## src/rtl/core/vna_pkg.sv

```systemverilog
// Shared types and codes for the vertex normal accumulator.
package vna_pkg;

    localparam logic [1:0] FUNC_LOAD  = 2'd0;
    localparam logic [1:0] FUNC_FACE  = 2'd1;
    localparam logic [1:0] FUNC_READ  = 2'd2;

    localparam logic [1:0] ST_OK      = 2'd0;
    localparam logic [1:0] ST_RANGE   = 2'd1;
    localparam logic [1:0] ST_ZERO    = 2'd2;

    localparam logic [1:0] CFG_SCALE  = 2'd0;
    localparam logic [1:0] CFG_SMOOTH = 2'd1;
    localparam logic [1:0] CFG_COUNT  = 2'd2;

    typedef logic signed [32:0] opnd_t;
    typedef logic signed [65:0] prod_t;

    typedef struct packed {
        logic signed [31:0] x;
        logic signed [31:0] y;
        logic signed [31:0] z;
    } pos_t;

    typedef struct packed {
        logic signed [63:0] x;
        logic signed [63:0] y;
        logic signed [63:0] z;
    } nrm_t;

    typedef struct packed {
        logic               zero;
        logic signed [15:0] x;
        logic signed [15:0] y;
        logic signed [15:0] z;
    } norm_res_t;

endpackage

```

## src/rtl/core/vna_norm.sv

```systemverilog
// Normal vector scaling to unit length: shift search, squares, square root, divides.
module vna_norm
    import vna_pkg::*;
(
    input  logic      clk,
    input  logic      rst_n,
    input  logic      start,
    input  nrm_t      vec,
    output logic      done,
    output norm_res_t res
);

    localparam logic [2:0] N_IDLE  = 3'd0;
    localparam logic [2:0] N_MAG   = 3'd1;
    localparam logic [2:0] N_SHIFT = 3'd2;
    localparam logic [2:0] N_SQ    = 3'd3;
    localparam logic [2:0] N_SQRT  = 3'd4;
    localparam logic [2:0] N_DIVI  = 3'd5;
    localparam logic [2:0] N_DIVS  = 3'd6;
    localparam logic [2:0] N_FIN   = 3'd7;

    logic [2:0]         state_reg;
    logic [2:0]         state_next;
    logic [4:0]         cnt_reg;
    logic [1:0]         k_reg;
    nrm_t               v_reg;
    logic [63:0]        m_reg [3];
    logic [2:0]         neg_reg;
    logic [61:0]        sq_reg;
    logic [63:0]        sum_reg;
    logic [63:0]        x_reg;
    logic [63:0]        root_reg;
    logic [63:0]        bit_reg;
    logic [32:0]        len_reg;
    logic [33:0]        rem_reg;
    logic [15:0]        num_reg;
    logic [15:0]        q_reg;
    logic               zero_reg;
    logic signed [15:0] rx_reg;
    logic signed [15:0] ry_reg;
    logic signed [15:0] rz_reg;

    logic               all_zero;
    logic               too_big;
    logic [30:0]        r_sel;
    logic               neg_sel;
    logic [63:0]        trial_root;
    logic [46:0]        num_full;
    logic [33:0]        trial;
    logic               ge;
    logic [15:0]        q_new;
    logic [15:0]        q_cap;
    logic signed [15:0] q_signed;

    assign all_zero = (m_reg[0] == '0) && (m_reg[1] == '0) && (m_reg[2] == '0);
    assign too_big  = (m_reg[0][63:31] != '0) || (m_reg[1][63:31] != '0)
                   || (m_reg[2][63:31] != '0);

    always_comb
    begin
        unique case (k_reg)
            2'd0:
            begin
                r_sel   = m_reg[0][30:0];
                neg_sel = neg_reg[0];
            end
            2'd1:
            begin
                r_sel   = m_reg[1][30:0];
                neg_sel = neg_reg[1];
            end
            default:
            begin
                r_sel   = m_reg[2][30:0];
                neg_sel = neg_reg[2];
            end
        endcase
    end

    // root stays put through the divides, so the rounding term comes from it directly
    assign trial_root = root_reg + bit_reg;
    assign num_full   = 47'({r_sel, 15'd0}) + 47'(root_reg[32:1]);
    assign trial      = {rem_reg[32:0], num_reg[15]};
    assign ge         = trial >= {1'b0, len_reg};
    assign q_new      = {q_reg[14:0], ge};
    assign q_cap      = q_new[15] ? 16'h7FFF : q_new;
    assign q_signed   = neg_sel ? -$signed(q_cap) : $signed(q_cap);

    always_comb
    begin
        state_next = state_reg;
        unique case (state_reg)
            N_IDLE:  if (start) state_next = N_MAG;
            N_MAG:   state_next = N_SHIFT;
            N_SHIFT:
            begin
                if (all_zero)
                    state_next = N_FIN;
                else if (!too_big)
                    state_next = N_SQ;
            end
            N_SQ:    if (k_reg == 2'd3) state_next = N_SQRT;
            N_SQRT:  if (cnt_reg == 5'd31) state_next = N_DIVI;
            N_DIVI:  state_next = N_DIVS;
            N_DIVS:
            begin
                if (cnt_reg == 5'd15)
                    state_next = (k_reg == 2'd2) ? N_FIN : N_DIVI;
            end
            default: state_next = N_IDLE;
        endcase
    end

    always_ff @(posedge clk or negedge rst_n)
    begin
        if (!rst_n)
            state_reg <= N_IDLE;
        else
            state_reg <= state_next;
    end

    always_ff @(posedge clk)
    begin
        unique case (state_reg)
            N_IDLE:
            begin
                if (start)
                begin
                    v_reg    <= vec;
                    zero_reg <= 1'b0;
                    rx_reg   <= '0;
                    ry_reg   <= '0;
                    rz_reg   <= '0;
                end
            end
            N_MAG:
            begin
                m_reg[0] <= v_reg.x[63] ? 64'(-v_reg.x) : 64'(v_reg.x);
                m_reg[1] <= v_reg.y[63] ? 64'(-v_reg.y) : 64'(v_reg.y);
                m_reg[2] <= v_reg.z[63] ? 64'(-v_reg.z) : 64'(v_reg.z);
                neg_reg  <= {v_reg.z[63], v_reg.y[63], v_reg.x[63]};
            end
            N_SHIFT:
            begin
                if (all_zero)
                    zero_reg <= 1'b1;
                else if (too_big)
                begin
                    m_reg[0] <= m_reg[0] >> 1;
                    m_reg[1] <= m_reg[1] >> 1;
                    m_reg[2] <= m_reg[2] >> 1;
                end
                k_reg   <= 2'd0;
                sq_reg  <= '0;
                sum_reg <= '0;
            end
            N_SQ:
            begin
                sq_reg  <= r_sel * r_sel;
                sum_reg <= sum_reg + 64'(sq_reg);
                k_reg   <= k_reg + 2'd1;
                if (k_reg == 2'd3)
                begin
                    x_reg    <= sum_reg + 64'(sq_reg);
                    root_reg <= '0;
                    bit_reg  <= 64'd1 << 62;
                    cnt_reg  <= '0;
                end
            end
            N_SQRT:
            begin
                if (x_reg >= trial_root)
                begin
                    x_reg    <= x_reg - trial_root;
                    root_reg <= (root_reg >> 1) + bit_reg;
                end
                else
                begin
                    root_reg <= root_reg >> 1;
                end
                bit_reg <= bit_reg >> 2;
                cnt_reg <= cnt_reg + 5'd1;
                k_reg   <= 2'd0;
            end
            N_DIVI:
            begin
                if (k_reg == 2'd0)
                    len_reg <= root_reg[32:0];
                rem_reg <= 34'(num_full[46:16]);
                num_reg <= num_full[15:0];
                q_reg   <= '0;
                cnt_reg <= '0;
            end
            N_DIVS:
            begin
                rem_reg <= ge ? trial - {1'b0, len_reg} : trial;
                num_reg <= {num_reg[14:0], 1'b0};
                q_reg   <= q_new;
                cnt_reg <= cnt_reg + 5'd1;
                if (cnt_reg == 5'd15)
                begin
                    unique case (k_reg)
                        2'd0:    rx_reg <= q_signed;
                        2'd1:    ry_reg <= q_signed;
                        default: rz_reg <= q_signed;
                    endcase
                    k_reg <= k_reg + 2'd1;
                end
            end
            default:
            begin
            end
        endcase
    end

    assign done     = (state_reg == N_FIN);
    assign res.zero = zero_reg;
    assign res.x    = rx_reg;
    assign res.y    = ry_reg;
    assign res.z    = rz_reg;

endmodule

```

## config.mk

```make
export PLATFORM = sky130hd
export DESIGN_NAME = vna_norm
export DESIGN_NICKNAME = d
export VERILOG_FILES = /design/src/rtl/core/vna_pkg.sv /design/src/rtl/core/vna_norm.sv
export SDC_FILE = /design/constraint.sdc
export NUM_CORES = 2
export LEC_CHECK = 0
export ABC_AREA = 1
export BUFFER_PORTS_ARGS = -buffer_cell sky130_fd_sc_hd__buf_2
export CAP_MARGIN = 20
export CORE_MARGIN = 2
export CORE_UTILIZATION = 55
export CTS_BUF_LIST = sky130_fd_sc_hd__clkbuf_4 sky130_fd_sc_hd__clkbuf_8
export DETAILED_ROUTE_END_ITERATION = 10
export MAX_ROUTING_LAYER = met4
export PLACE_DENSITY = 0.79
export RECOVER_POWER = 100
export SLEW_MARGIN = 5
export SYNTH_ARGS = -nofsm -noshare
export SYNTH_HDL_FRONTEND = slang
export SYNTH_SLANG_ARGS = --single-unit
```

## constraint.sdc

```tcl
create_clock -name clk -period 46.6 [get_ports clk]
set_input_delay 4.66 -clock clk [delete_from_list [all_inputs] [get_ports clk]]
set_output_delay 4.66 -clock clk [all_outputs]
set_load 0.005 [all_outputs]
```

==> results_dict.tcl <==
set metrics [dict create \
    status "finished with violations" \
    violations "max-capacitance violations, max-slew violations" \
    power.internal_mw 1.21 \
    hold_viol 0 \
    clkPwrFrac_pct 47.7 \
    die_x_um 405 \
    port_buffers 244 \
    cts_sinks 828 \
    p_seq_share_pct 51.8 \
    fp-row-count 147 \
    syn2layout_area_growth_pct 7.22 \
    power_mw 1.56 \
    place.gp.congestion 1.12 \
    cp-start-kind "register" \
    nets 13406 \
    grt_pass1_wl_um 497000 \
    drt_pass1_iterations 8 \
    layout-drive-gt1-share_pct 4.74 \
    drtAntennaViolNets 0 \
    chipHeight_um 405 \
    fin_area_mm2 0.0948 \
    dp.final_hpwl_um 270000 \
    power_frac_comb_pct 0.5 \
    yosysSeqAreaShare_pct 28.1 \
    cts-resized-gates 0 \
    max-cap-violations 37 \
    antenna_found_initial 24 \
    drt_iter0_markers 9207 \
    grt_overflow 0 \
    finalSetupTns_ps 0 \
    syn_inst 11723 \
    swShare_pct 22.7 \
    path_max_fanout 84 \
    cts_hold_buffers 0 \
    grt_max_degree 91 \
    vias 81621 \
    power_density_mw_per_mm2 16.5 \
    dp_worst_setup_slack_ps 37260 \
    ys_types 60 \
    setup_viol 0 \
    arrival_ps 15570 \
    p_switching_mw 0.354 \
    clk_transition_reported_paths_ps 60 \
    final.setup_skew_ps 111 \
    viasPerCell 5.73 \
    relSlewSlack_pct -208 \
    start_util_pct 55.2 \
    syn_nets 13180 \
    die_area_mm2 0.164 \
    synth_top_cell_area_share_pct 28.0 \
    place_area_mm2 0.0920 \
    tightest_slew_ps 4610 \
    fmax_mhz 66.1 \
    drc 0 \
    cts-root-buf "clkbuf_8" \
    max-vdd-ir-drop_uv 32.9 \
    grt_pass1_vias 81124 \
    post-cts-setup-buffer-count 0 \
    h-tree-depth 4 \
    grt_usage_pct 42.1 \
    coreArea_mm2 0.160 \
    clk_latency_ps 1000 \
    io_pins 245 \
    timing.final.crit_period_ps 15130 \
    cts_buffer_depth 3 \
    synthTopCellsByArea "edfxtp_1 (28%), fa_1 (17%), nand2_1 (13%)" \
    period_share_pct 32.5 \
    avgSynthCellArea_um2 7.55 \
    hp-class "register to register" \
    wl_per_cell_um 23.5 \
    rsz0062_at_grt "false" \
    slew_viol_final 2042 \
    synth_area_mm2 0.0885 \
    cts_tree "done" \
    postSynthRegisterBits 828 \
    cts_buffers 151 \
    synth_top_area_cell "edfxtp_1" \
    critPathKind "register to register" \
    yosysWarningCount 0 \
    critPathRequiredTime_ps 47040 \
    p_leak_nw 45.8 \
    finalWorstSetupSlack_ps 31470 \
    end_kind "register" \
    wirelength_um 334000 \
]
## cells by family (layout without fill, tap and decap cells)
family                   count (synthesis)  in the layout  share of synthesized area (%)
flip-flops                             828            828                           28.1
AND/OR/NAND/NOR                       5284           5284                           24.5
AO/OA/AOI/OAI                         1441           1441                           8.75
buffers and inverters                 2579           2916                           11.2
XOR/XNOR                               329            329                           3.26
other                                    0             24                              0
adder cells (fa/ha/maj)               1262           1262                           24.2
## cell type report
type	instances	area [µm²]
Antenna cell	24	60.1
Fill cell	14828	65400
Timing Repair Buffer	326	1610
Sequential cell	828	24800
Inverter	2326	8730
Clock buffer	181	2310
Tap cell	2160	2700
Multi-Input combinational cell	8316	53800
Clock inverter	83	782
## metrics by stage
stage	hold slack (ps)	instances	utilization [%]
after floorplan	424	11723	-
after global placement	502	13955	57.4
after detailed placement	510	13956	57.4
after CTS	526	14220	59.4
after global routing	549	14240	59.2
final	525	14244	59.2
## Yosys cell counts, drive strengths merged
cell type	count
nand4	150
a22o	2
a21boi	15
nor3	156
clkinv	2
nor2	1274
nor3b	14
or3	1
and2	13
o21bai	63
o2111ai	1
o31ai	1
o21ai	684
and3	7
nand3b	29
or2	44
nor4	56
inv	2324
nand2	3024
xor2	210
edfxtp	825
xnor2	119
fa	751
a21oi	550
a21o	25
a31oi	13
o21a	24
dfrtp	3
a211oi	7
a31o	3
clkbuf	127
buf	126
o221ai	8
o211ai	17
o22ai	27
o211a	1
ha	511
nand3	516
## worst paths after layout
check	startpoint	end	slack, ps	cells after the start
hold / removal	num_reg[12]$_DFFE_PP_	num_reg[13]$_DFFE_PP_	530	2
min in group asynchronous	rst_n	state_reg[0]$_DFFE_PN0P_	3510	1
hold reg to reg	num_reg[12]$_DFFE_PP_	num_reg[13]$_DFFE_PP_	530	2
setup / recovery	state_reg[2]$_DFFE_PN0P_	m_reg[0][190]$_DFFE_PP_	31470	10
setup reg to reg	state_reg[2]$_DFFE_PN0P_	m_reg[0][190]$_DFFE_PP_	31470	10
max in group asynchronous	rst_n	state_reg[2]$_DFFE_PN0P_	42930	1
## power groups by stage
| stage | clock network, mW | registers, mW | logic (mW) |
|---|---|---|---|
| after floorplan | 0 | 0.825 | 0.0000585 |
| after global placement | 0 | 0.825 | 0.00783 |
| after detailed placement | 0 | 0.825 | 0.00826 |
| after CTS | 0.752 | 0.809 | 0.00831 |
| after global routing | 0.782 | 0.809 | 0.00916 |
| final | 0.746 | 0.809 | 0.00820 |
## critical path, cell delays in order, from the launching register on
cell and delay, ps:
dfrtp_1 500, nor2_4 150, clkbuf_1 2850, inv_1 370, nor2_2 220, clkbuf_1 740
nand2_1 1220, o21ai_0 350, clkbuf_1 1940, clkbuf_1 2710, clkbuf_1 3300
## placed cells by master (no fill, tap or decap), types with 25 or more instances in the layout
master / count
nor2_1: 1262
nand3_1: 515
o22ai_1: 27
clkbuf_1: 87
nand4_1: 150
o21bai_1: 62
buf_4: 33
xnor2_1: 119
o21ai_0: 649
clkbuf_4: 29
inv_1: 2311
or2_2: 41
buf_2: 206
clkinv_2: 26
nor4_1: 55
fa_1: 751
edfxtp_1: 825
o21ai_1: 31
clkbuf_8: 152
a21oi_1: 547
a21o_1: 25
nand2_1: 3017
nor3_1: 154
xor2_1: 210
nand3b_1: 29
clkinv_1: 29
ha_1: 511
## per-layer routing
layer / up-vias / wire (µm) / global-route usage [%]
li1: 37505 / - / -
met1: 38420 / 129000 / 51.7
met2: 4592 / 147000 / 63.5
met3: 1104 / 34900 / 9.97
met4: 0 / 24000 / 24.8
met5: - / 0 / -
Power figures use the tool's default switching activity.
