===== src/rtl/core/vna_pkg.sv =====
// Shared types and codes for the vertex normal accumulator.
package vna_pkg;

    localparam logic [1:0] FUNC_LOAD  = 2'd0;
    localparam logic [1:0] FUNC_FACE  = 2'd1;
    localparam logic [1:0] FUNC_READ  = 2'd2;

    localparam logic [1:0] ST_OK      = 2'd0;
    localparam logic [1:0] ST_RANGE   = 2'd1;
    localparam logic [1:0] ST_ZERO    = 2'd2;

    localparam logic [1:0] CFG_SCALE  = 2'd0;
    localparam logic [1:0] CFG_SMOOTH = 2'd1;
    localparam logic [1:0] CFG_COUNT  = 2'd2;

    typedef logic signed [32:0] opnd_t;
    typedef logic signed [65:0] prod_t;

    typedef struct packed {
        logic signed [31:0] x;
        logic signed [31:0] y;
        logic signed [31:0] z;
    } pos_t;

    typedef struct packed {
        logic signed [63:0] x;
        logic signed [63:0] y;
        logic signed [63:0] z;
    } nrm_t;

    typedef struct packed {
        logic               zero;
        logic signed [15:0] x;
        logic signed [15:0] y;
        logic signed [15:0] z;
    } norm_res_t;

endpackage


===== src/rtl/core/vna_mul.sv =====
// Sequential 33x33 signed multiplier, one 18x18 partial product per cycle.
module vna_mul
    import vna_pkg::*;
(
    input  logic  clk,
    input  logic  rst_n,
    input  logic  start,
    input  opnd_t a,
    input  opnd_t b,
    output logic  done,
    output prod_t p
);

    logic [1:0]         step_reg;
    logic               busy_reg;
    logic               done_reg;
    opnd_t              a_reg;
    opnd_t              b_reg;
    prod_t              acc_reg;
    logic signed [17:0] x;
    logic signed [17:0] y;
    logic signed [35:0] pp;
    logic [5:0]         sh;
    prod_t              term;

    always_comb
    begin
        unique case (step_reg)
            2'd0:
            begin
                x  = {1'b0, a_reg[16:0]};
                y  = {1'b0, b_reg[16:0]};
                sh = 6'd0;
            end
            2'd1:
            begin
                x  = {1'b0, a_reg[16:0]};
                y  = {{2{b_reg[32]}}, b_reg[32:17]};
                sh = 6'd17;
            end
            2'd2:
            begin
                x  = {{2{a_reg[32]}}, a_reg[32:17]};
                y  = {1'b0, b_reg[16:0]};
                sh = 6'd17;
            end
            default:
            begin
                x  = {{2{a_reg[32]}}, a_reg[32:17]};
                y  = {{2{b_reg[32]}}, b_reg[32:17]};
                sh = 6'd34;
            end
        endcase
        pp   = x * y;
        term = prod_t'(pp) <<< sh;
    end

    always_ff @(posedge clk or negedge rst_n)
    begin
        if (!rst_n)
        begin
            busy_reg <= 1'b0;
            done_reg <= 1'b0;
            step_reg <= 2'd0;
        end
        else if (start)
        begin
            busy_reg <= 1'b1;
            done_reg <= 1'b0;
            step_reg <= 2'd0;
        end
        else if (busy_reg)
        begin
            step_reg <= step_reg + 2'd1;
            if (step_reg == 2'd3)
            begin
                busy_reg <= 1'b0;
                done_reg <= 1'b1;
            end
        end
        else
        begin
            done_reg <= 1'b0;
        end
    end

    always_ff @(posedge clk)
    begin
        if (start)
        begin
            a_reg   <= a;
            b_reg   <= b;
            acc_reg <= '0;
        end
        else if (busy_reg)
        begin
            acc_reg <= acc_reg + term;
        end
    end

    assign done = done_reg;
    assign p    = acc_reg;

endmodule


===== config.mk =====
export PLATFORM = sky130hd
export DESIGN_NAME = vna_mul
export DESIGN_NICKNAME = d
export VERILOG_FILES = /design/src/rtl/core/vna_pkg.sv /design/src/rtl/core/vna_mul.sv
export SDC_FILE = /design/constraint.sdc
export NUM_CORES = 1
export LEC_CHECK = 0
export BUFFER_PORTS_ARGS = -buffer_cell sky130_fd_sc_hd__buf_2
export CAP_MARGIN = 20
export CORE_MARGIN = 3
export CORE_UTILIZATION = 60
export DETAILED_ROUTE_END_ITERATION = 10
export GPL_TIMING_DRIVEN = 0
export PLACE_DENSITY = 0.79
export RECOVER_POWER = 50
export SLEW_MARGIN = 20
export SYNTH_ARGS = -nofsm -noshare
export SYNTH_HDL_FRONTEND = slang
export SYNTH_SLANG_ARGS = --single-unit

===== constraint.sdc =====
create_clock -name clk -period 13.7 [get_ports clk]
set_input_delay 2.055 -clock clk [delete_from_list [all_inputs] [get_ports clk]]
set_output_delay 2.055 -clock clk [all_outputs]
set_load 0.02 [all_outputs]

==> results of run 1 <==
-- worst max-delay path by stage --
stage	from	to	slack (ns)	depth (start not counted)
floorplan	step_reg[0]	p[65]	3.34	42
global placement	step_reg[0]	p[60]	0.56	39
detailed placement	step_reg[0]	p[60]	0.59	40
CTS	step_reg[0]	p[60]	0.56	40
global route	step_reg[0]	p[60]	0.003	42
finish	step_reg[0]	p[60]	0.44	36
-- final cells by class --
| class | count | area [um^2] |
|---|---|---|
| inverter | 420 | 1580 |
| tap | 455 | 569 |
| sequential | 136 | 3400 |
| fill | 2829 | 11500 |
| buffer | 83 | 343 |
| multi-input combinational | 1788 | 16100 |
| clock buffer | 25 | 548 |
| clock inverter | 7 | 73.8 |
| timing repair buffer | 137 | 702 |
-- cells by family (layout without fill, tap and decap cells) --
family,after synthesis,count (layout)
fa+ha+maj,492,492
flops,136,136
compound gates,408,408
xor+xnor,89,89
buf+inv,503,672
simple gates,695,695
mux,104,104
-- through the flow --
| stage | area [um^2] | worst slack, ns |
|---|---|---|
| detailed placement | 22700 | 0.585 |
| finish | 23300 | 0.441 |
| CTS | 23300 | 0.563 |
| floorplan | 21400 | 3.34 |
| global route | 23300 | 0.00328 |
| global placement | 22600 | 0.560 |
-- cell usage in the layout, fill, tap and decap left out, types with 44 or more instances in the layout --
master	count
sky130_fd_sc_hd__dfxtp_1	66
sky130_fd_sc_hd__ha_1	162
sky130_fd_sc_hd__edfxtp_1	66
sky130_fd_sc_hd__nand2_1	236
sky130_fd_sc_hd__mux2i_1	61
sky130_fd_sc_hd__o21ai_0	79
sky130_fd_sc_hd__xnor2_1	70
sky130_fd_sc_hd__inv_1	418
sky130_fd_sc_hd__a21oi_1	150
sky130_fd_sc_hd__clkbuf_1	81
sky130_fd_sc_hd__buf_2	129
sky130_fd_sc_hd__nor2_1	305
sky130_fd_sc_hd__a21o_1	44
sky130_fd_sc_hd__fa_1	330
-- worst min-delay path, stage by stage (launching register included) --
cell                      delay [ns]
sky130_fd_sc_hd__dfxtp_1        0.33
sky130_fd_sc_hd__nand2_1        0.05
sky130_fd_sc_hd__o21ai_0        0.06
-- layer usage --
metal / up-vias / wire length [um] / GRT usage, %
met5: - / 0 / 0
met4: 0 / 3560 / 16.5
met3: 231 / 6980 / 8.42
met2: 1031 / 30200 / 56.6
met1: 9056 / 25200 / 45.7
li1: 8153 / - / -
==> tab_implementation.tex, run 1 <==
\begin{tabular}{lr}
\hline
Metric & Value \\
\hline
\multicolumn{2}{l}{\textbf{Floorplanning}} \\
\quad Count of pins on the block boundary & 136 \\
\quad Starting Density & 61.3\% \\
\quad Cell Rows & 68 \\
\quad Die ar. & 38000 um\^{}2 \\
\quad Standard cell core area & 34900 um\^{}2 \\
\quad Horizontal extent of the die & 195 um \\
\quad DIE HEIGHT & 195 um \\
\multicolumn{2}{l}{\textbf{Yosys}} \\
\quad Sequential area share after synthesis & 15.9\% \\
\quad Adder-cell area share of the yosys netlist & 40.4\% \\
\quad Yosys Warn Count & 0 \\
\quad Flip-flop and latch count after synthesis & 136 \\
\quad Post-synthesis cell type with the largest combined area & sky130\_fd\_sc\_hd\_\_fa\_1 \\
\quad Most numerous cell in the Yosys netlist & sky130\_fd\_sc\_hd\_\_inv\_1 \\
\quad Dominant cells by area after synthesis & sky130\_fd\_sc\_hd\_\_fa\_1 (31\%), sky130\_fd\_sc\_hd\_\_ha\_1 (9.5\%), sky130\_fd\_sc\_hd\_\_edfxtp\_1 (9.3\%), sky130\_fd\_sc\_hd\_\_inv\_1 (7.3\%), sky130\_fd\_sc\_hd\_\_dfxtp\_1 (6.2\%) \\
\quad Area share of xor/xnor cells in the synthesized design & 3.64\% \\
\quad Number of enable-type register cells in the synthesized netlist & 66 \\
\quad Average instance area after synthesis & 8.81 um\^{}2 \\
\quad Area fraction in compound gates after synthesis & 12.1\% \\
\quad Post-synth top cells & sky130\_fd\_sc\_hd\_\_inv\_1 (418), sky130\_fd\_sc\_hd\_\_fa\_1 (330), sky130\_fd\_sc\_hd\_\_nor2\_1 (306) \\
\quad Count of mapped cells out of synthesis & 2427 \\
\quad Nets in the synthesized netlist & 2988 \\
\quad Distinct cells, synth & 76 \\
\quad Summed instance area of the synthesized netlist & 21400 um\^{}2 \\
\quad Area share of the leading cell type in the synthesized netlist & 30.9\% \\
\quad Ys async rst share & 2.94\% \\
\quad Most used DFF post-synth & sky130\_fd\_sc\_hd\_\_edfxtp\_1 \\
\quad Simple-gate portion of the synthesized area & 14.0\% \\
\quad Combinational family with the most area after synthesis & adder cells \\
\quad Share of cell area taken by muxes after synthesis & 5.03\% \\
\multicolumn{2}{l}{\textbf{Worst setup path}} \\
\quad Crit path top cell by count & sky130\_fd\_sc\_hd\_\_fa\_1 \\
\quad Largest stage delay, worst path & 0.96 ns \\
\quad Cell with the largest stage delay on the worst path & sky130\_fd\_sc\_hd\_\_mux2i\_1 \\
\quad Path type of the worst setup path & reg2reg \\
\quad Worst r2r src & step\_reg[0] \\
\quad Count of buffer and inverter cells on the critical path & 7 \\
\quad R2R Path End & p[60] \\
\quad Kind of cell adding the most delay to the critical path & adder cells \\
\quad Crit. End Element & register \\
\quad Largest fanout of any net on the critical path & 10 \\
\quad Startpoint type of the worst setup path & register \\
\quad Worst setup slack for register-to-register paths & 0.44 ns \\
\quad Arrival time of the worst setup path & 13.61 ns \\
\quad Worst R2R Path Depth & 36 \\
\quad Data required, critical path & 14.05 ns \\
\multicolumn{2}{l}{\textbf{Run status}} \\
\quad Outcome & completed \\
\multicolumn{2}{l}{\textbf{STA}} \\
\quad Worst-Margin Slew & 1.13 ns \\
\quad Count of endpoints failing hold in the final timing report & 0 \\
\quad Slew Viols, Final & 0 \\
\quad Worst hold slack across all endpoints & 0.488 ns \\
\quad Worst rel slew slack & 22.3\% \\
\quad Final number of setup-violating endpoints & 0 \\
\quad Shortest clock period the worst path allows after layout & 13.26 ns \\
\quad Post-route clock period utilization & 96.8\% \\
\quad Total negative slack for setup checks & 0 ns \\
\quad RSZ-0062 raised after global routing & no \\
\quad Worst-case clock skew & 0.0175 ns \\
\quad Peak clock frequency supported by timing & 75.4 MHz \\
\multicolumn{2}{l}{\textbf{CTS}} \\
\quad Clock latency of the later-clocked register in the worst-skew pair & 0.47 ns \\
\quad Maximum buffer depth of the clock tree & 2 \\
\quad Root buf cell & sky130\_fd\_sc\_hd\_\_clkbuf\_16 \\
\quad Clock buffer count from CTS & 17 \\
\quad H-tree levels & 4 \\
\quad Post-CTS Hold Buffers & 0 \\
\quad Post-CTS Setup Bufs & 0 \\
\quad Clock tree from TritonCTS & yes \\
\quad Number of sinks on the clock net & 136 \\
\quad Post-cts repair resize count & 0 \\
\quad Clock transition at path regs & 0.07 ns \\
\multicolumn{2}{l}{\textbf{Final layout}} \\
\quad Non-filler instance count after layout & 3051 \\
\quad Max FFs per register & 66 \\
\quad Share of layout cells above drive strength 1 & 8.82\% \\
\quad Final \#Nets & 3144 \\
\quad Post-Route Utilization & 66.9\% \\
\quad Synthesis-to-layout area growth & 9.12\% \\
\quad Total inserted antenna cells & 0 \\
\multicolumn{2}{l}{\textbf{GRT}} \\
\quad Remaining global-route overflow & 0 \\
\quad GRT Util Overall & 35.3\% \\
\quad Initial antenna violation count & 1 \\
\quad Wire length of the first global-routing pass & 104 mm \\
\quad Largest net degree at the start of global routing & 57 \\
\quad Via count of the first global-routing pass & 19200 \\
\multicolumn{2}{l}{\textbf{Route}} \\
\quad Post-route ant nets & 0 \\
\quad Residual DRC & 0 \\
\quad First-pass detailed-route iteration total & 6 \\
\quad Vias per inst & 6.05 \\
\quad Initial detailed-routing violation count & 1533 \\
\quad Overall via count from detail\_route & 18500 \\
\quad WL final & 66.0 mm \\
\quad Wire per inst & 21.6 um \\
\multicolumn{2}{l}{\textbf{Placement}} \\
\quad Final HPWL DP & 54.2 mm \\
\quad Gp weighted congestion & 0.985 \\
\quad Number of placed instances with taps included & 3018 \\
\quad Input/output buffers & 135 \\
\multicolumn{2}{l}{\textbf{Min path}} \\
\quad Hold Startpoint & p[50] \\
\quad Worst Hold Path EP & p[50] \\
\quad Number of cells on the worst hold path & 2 \\
\quad Min-delay worst type & reg2reg \\
\multicolumn{2}{l}{\textbf{Flow run}} \\
\quad Max cap viols & 0 \\
\hline
\end{tabular}
Power of run 1 is not shown: default switching activity piles up to over one toggle a cycle in this logic, so the estimate is an artifact.
==> inputs of run 2 (changes only) <==
- GPL_TIMING_DRIVEN: 0 -> unset
==> tab_implementation.tex, run 2 (synthesis gave the netlist of run 1 again) <==
\begin{tabular}{lr}
\hline
Metric & Value \\
\hline
\multicolumn{2}{l}{\textbf{Worst setup path}} \\
\quad Largest stage delay, worst path & 0.95 ns \\
\quad Data required, critical path & 14.04 ns \\
\quad Cell with the largest stage delay on the worst path & sky130\_fd\_sc\_hd\_\_mux2i\_1 \\
\quad Crit path top cell by count & sky130\_fd\_sc\_hd\_\_fa\_1 \\
\quad Path type of the worst setup path & reg2reg \\
\quad Crit. End Element & register \\
\quad Startpoint type of the worst setup path & register \\
\quad Worst r2r src & step\_reg[1] \\
\quad Beginning of the critical path & step\_reg[1] \\
\quad Largest fanout of any net on the critical path & 20 \\
\quad Arrival time of the worst setup path & 12.10 ns \\
\multicolumn{2}{l}{\textbf{CTS}} \\
\quad H-tree levels & 4 \\
\quad Clock tree from TritonCTS & yes \\
\quad Maximum buffer depth of the clock tree & 2 \\
\quad Post-cts repair resize count & 0 \\
\quad Number of sinks on the clock net & 136 \\
\quad Clock transition at path regs & 0.07 ns \\
\quad Clock buffer count from CTS & 17 \\
\quad Root buf cell & sky130\_fd\_sc\_hd\_\_clkbuf\_16 \\
\quad Clock latency of the later-clocked register in the worst-skew pair & 0.47 ns \\
\quad Post-CTS Hold Buffers & 0 \\
\quad Post-CTS Setup Bufs & 0 \\
\multicolumn{2}{l}{\textbf{GRT}} \\
\quad GRT Util Overall & 33.9\% \\
\quad Via count of the first global-routing pass & 18900 \\
\quad Wire length of the first global-routing pass & 101 mm \\
\quad Remaining global-route overflow & 0 \\
\quad Initial antenna violation count & 0 \\
\quad Largest net degree at the start of global routing & 59 \\
\multicolumn{2}{l}{\textbf{Final layout}} \\
\quad Commonest cells after routing, fill and taps aside & sky130\_fd\_sc\_hd\_\_inv\_1 (418), sky130\_fd\_sc\_hd\_\_fa\_1 (330), sky130\_fd\_sc\_hd\_\_nor2\_1 (304) \\
\quad Commonest non-fill, non-tap cell in the layout & sky130\_fd\_sc\_hd\_\_inv\_1 \\
\quad Number of inserted filler cells in the final layout & 2849 \\
\quad Share of layout cells above drive strength 1 & 9.23\% \\
\quad Finished layout cell area & 23100 um\^{}2 \\
\quad Area of combinational cells with multiple inputs & 16100 um\^{}2 \\
\quad Final \#Nets & 3084 \\
\quad Total area of sequential cells & 3400 um\^{}2 \\
\quad Synthesis-to-layout area growth & 7.90\% \\
\quad Max FFs per register & 66 \\
\quad Total inserted antenna cells & 0 \\
\multicolumn{2}{l}{\textbf{STA}} \\
\quad Peak clock frequency supported by timing & 85.0 MHz \\
\quad Shortest clock period the worst path allows after layout & 11.76 ns \\
\quad Final number of setup-violating endpoints & 0 \\
\quad RSZ-0062 raised after global routing & no \\
\quad Worst-Margin Slew & 2.57 ns \\
\quad Worst-case clock skew & 0.0240 ns \\
\quad Worst rel slew slack & -71.6\% \\
\quad Post-route clock period utilization & 85.8\% \\
\quad Total negative slack for setup checks & 0 ns \\
\quad Slew Viols, Final & 83 \\
\quad Count of endpoints failing hold in the final timing report & 0 \\
\multicolumn{2}{l}{\textbf{Route}} \\
\quad Vias per inst & 6.00 \\
\quad Residual DRC & 0 \\
\quad WL final & 63.3 mm \\
\quad Overall via count from detail\_route & 17900 \\
\quad Post-route ant nets & 0 \\
\quad Initial detailed-routing violation count & 1432 \\
\quad First-pass detailed-route iteration total & 8 \\
\quad Wire per inst & 21.2 um \\
\multicolumn{2}{l}{\textbf{Floorplanning}} \\
\quad Starting Density & 61.3\% \\
\quad Count of pins on the block boundary & 136 \\
\quad Standard cell core area & 34900 um\^{}2 \\
\quad DIE HEIGHT & 195 um \\
\quad Cell Rows & 68 \\
\quad Horizontal extent of the die & 195 um \\
\quad Die ar. & 38000 um\^{}2 \\
\multicolumn{2}{l}{\textbf{Run status}} \\
\quad Failing checks & capacitance limit, slew limit \\
\quad Outcome & finished with violations \\
\multicolumn{2}{l}{\textbf{Placement}} \\
\quad Gp weighted congestion & 0.985 \\
\quad Input/output buffers & 135 \\
\quad Instance area at placement & 22500 um\^{}2 \\
\quad Final HPWL DP & 51.9 mm \\
\multicolumn{2}{l}{\textbf{Min path}} \\
\quad Min-delay worst type & reg2reg \\
\quad Hold Startpoint & p[28] \\
\multicolumn{2}{l}{\textbf{Flow run}} \\
\quad Max cap viols & 2 \\
\hline
\end{tabular}
==> run 2: metrics by stage <==
stage	util (%)	setup WS (ns)	hold slack, ns	std cells
after floorplan	-	3.34	0.539	2427
after global placement	64.4	1.55	0.475	2957
after detailed placement	64.5	2.13	0.482	2959
after CTS	66.2	2.06	0.493	2991
after global routing	66.2	1.47	0.516	2991
final	66.2	1.94	0.498	2991
==> run 2: path summary, 6_finish.rpt <==
| path | slack, ns | cells after the start | endpoint |
|---|---|---|---|
| min in group asynchronous | 1.48 | 1 | step_reg[0] |
| min | 0.50 | 2 | p[28] |
| max in group asynchronous | 11.88 | 1 | busy_reg |
| min reg2reg | 0.50 | 2 | p[28] |
| max reg2reg | 1.94 | 39 | p[65] |
| max | 1.94 | 39 | p[65] |
==> run 2: final cells by class <==
type | instances | share of cell area (%)
Multi-Input combinational cell | 1788 | 69.8
Sequential cell | 136 | 14.7
Inverter | 420 | 6.83
Timing Repair Buffer | 160 | 3.68
Tap cell | 455 | 2.47
Clock buffer | 17 | 1.84
Clock inverter | 15 | 0.683
==> run 2: layer usage <==
layer  up-vias  share of wire (%)  GRT usage, %  wire (um)
met2       912                 47          55.0      29500
met1      8762                 40          44.2      25100
met5         -                  0             0          0
met3       227                8.4          7.09       5340
met4         0                5.2          15.3       3310
li1       8032                  -             -          -
==> run 2: critical path: cells and delay by family, from the launching register on <==
family / cells / cell delay (ns)
adders and majority gates: 9 / 3.91
AOI/OAI and AO/OA: 14 / 3.39
and+or+nand+nor: 8 / 2.08
muxes: 3 / 1.48
DFF: 1 / 0.43
buffers and inverters: 5 / 0.34
Power of run 2 is left out for the same reason.
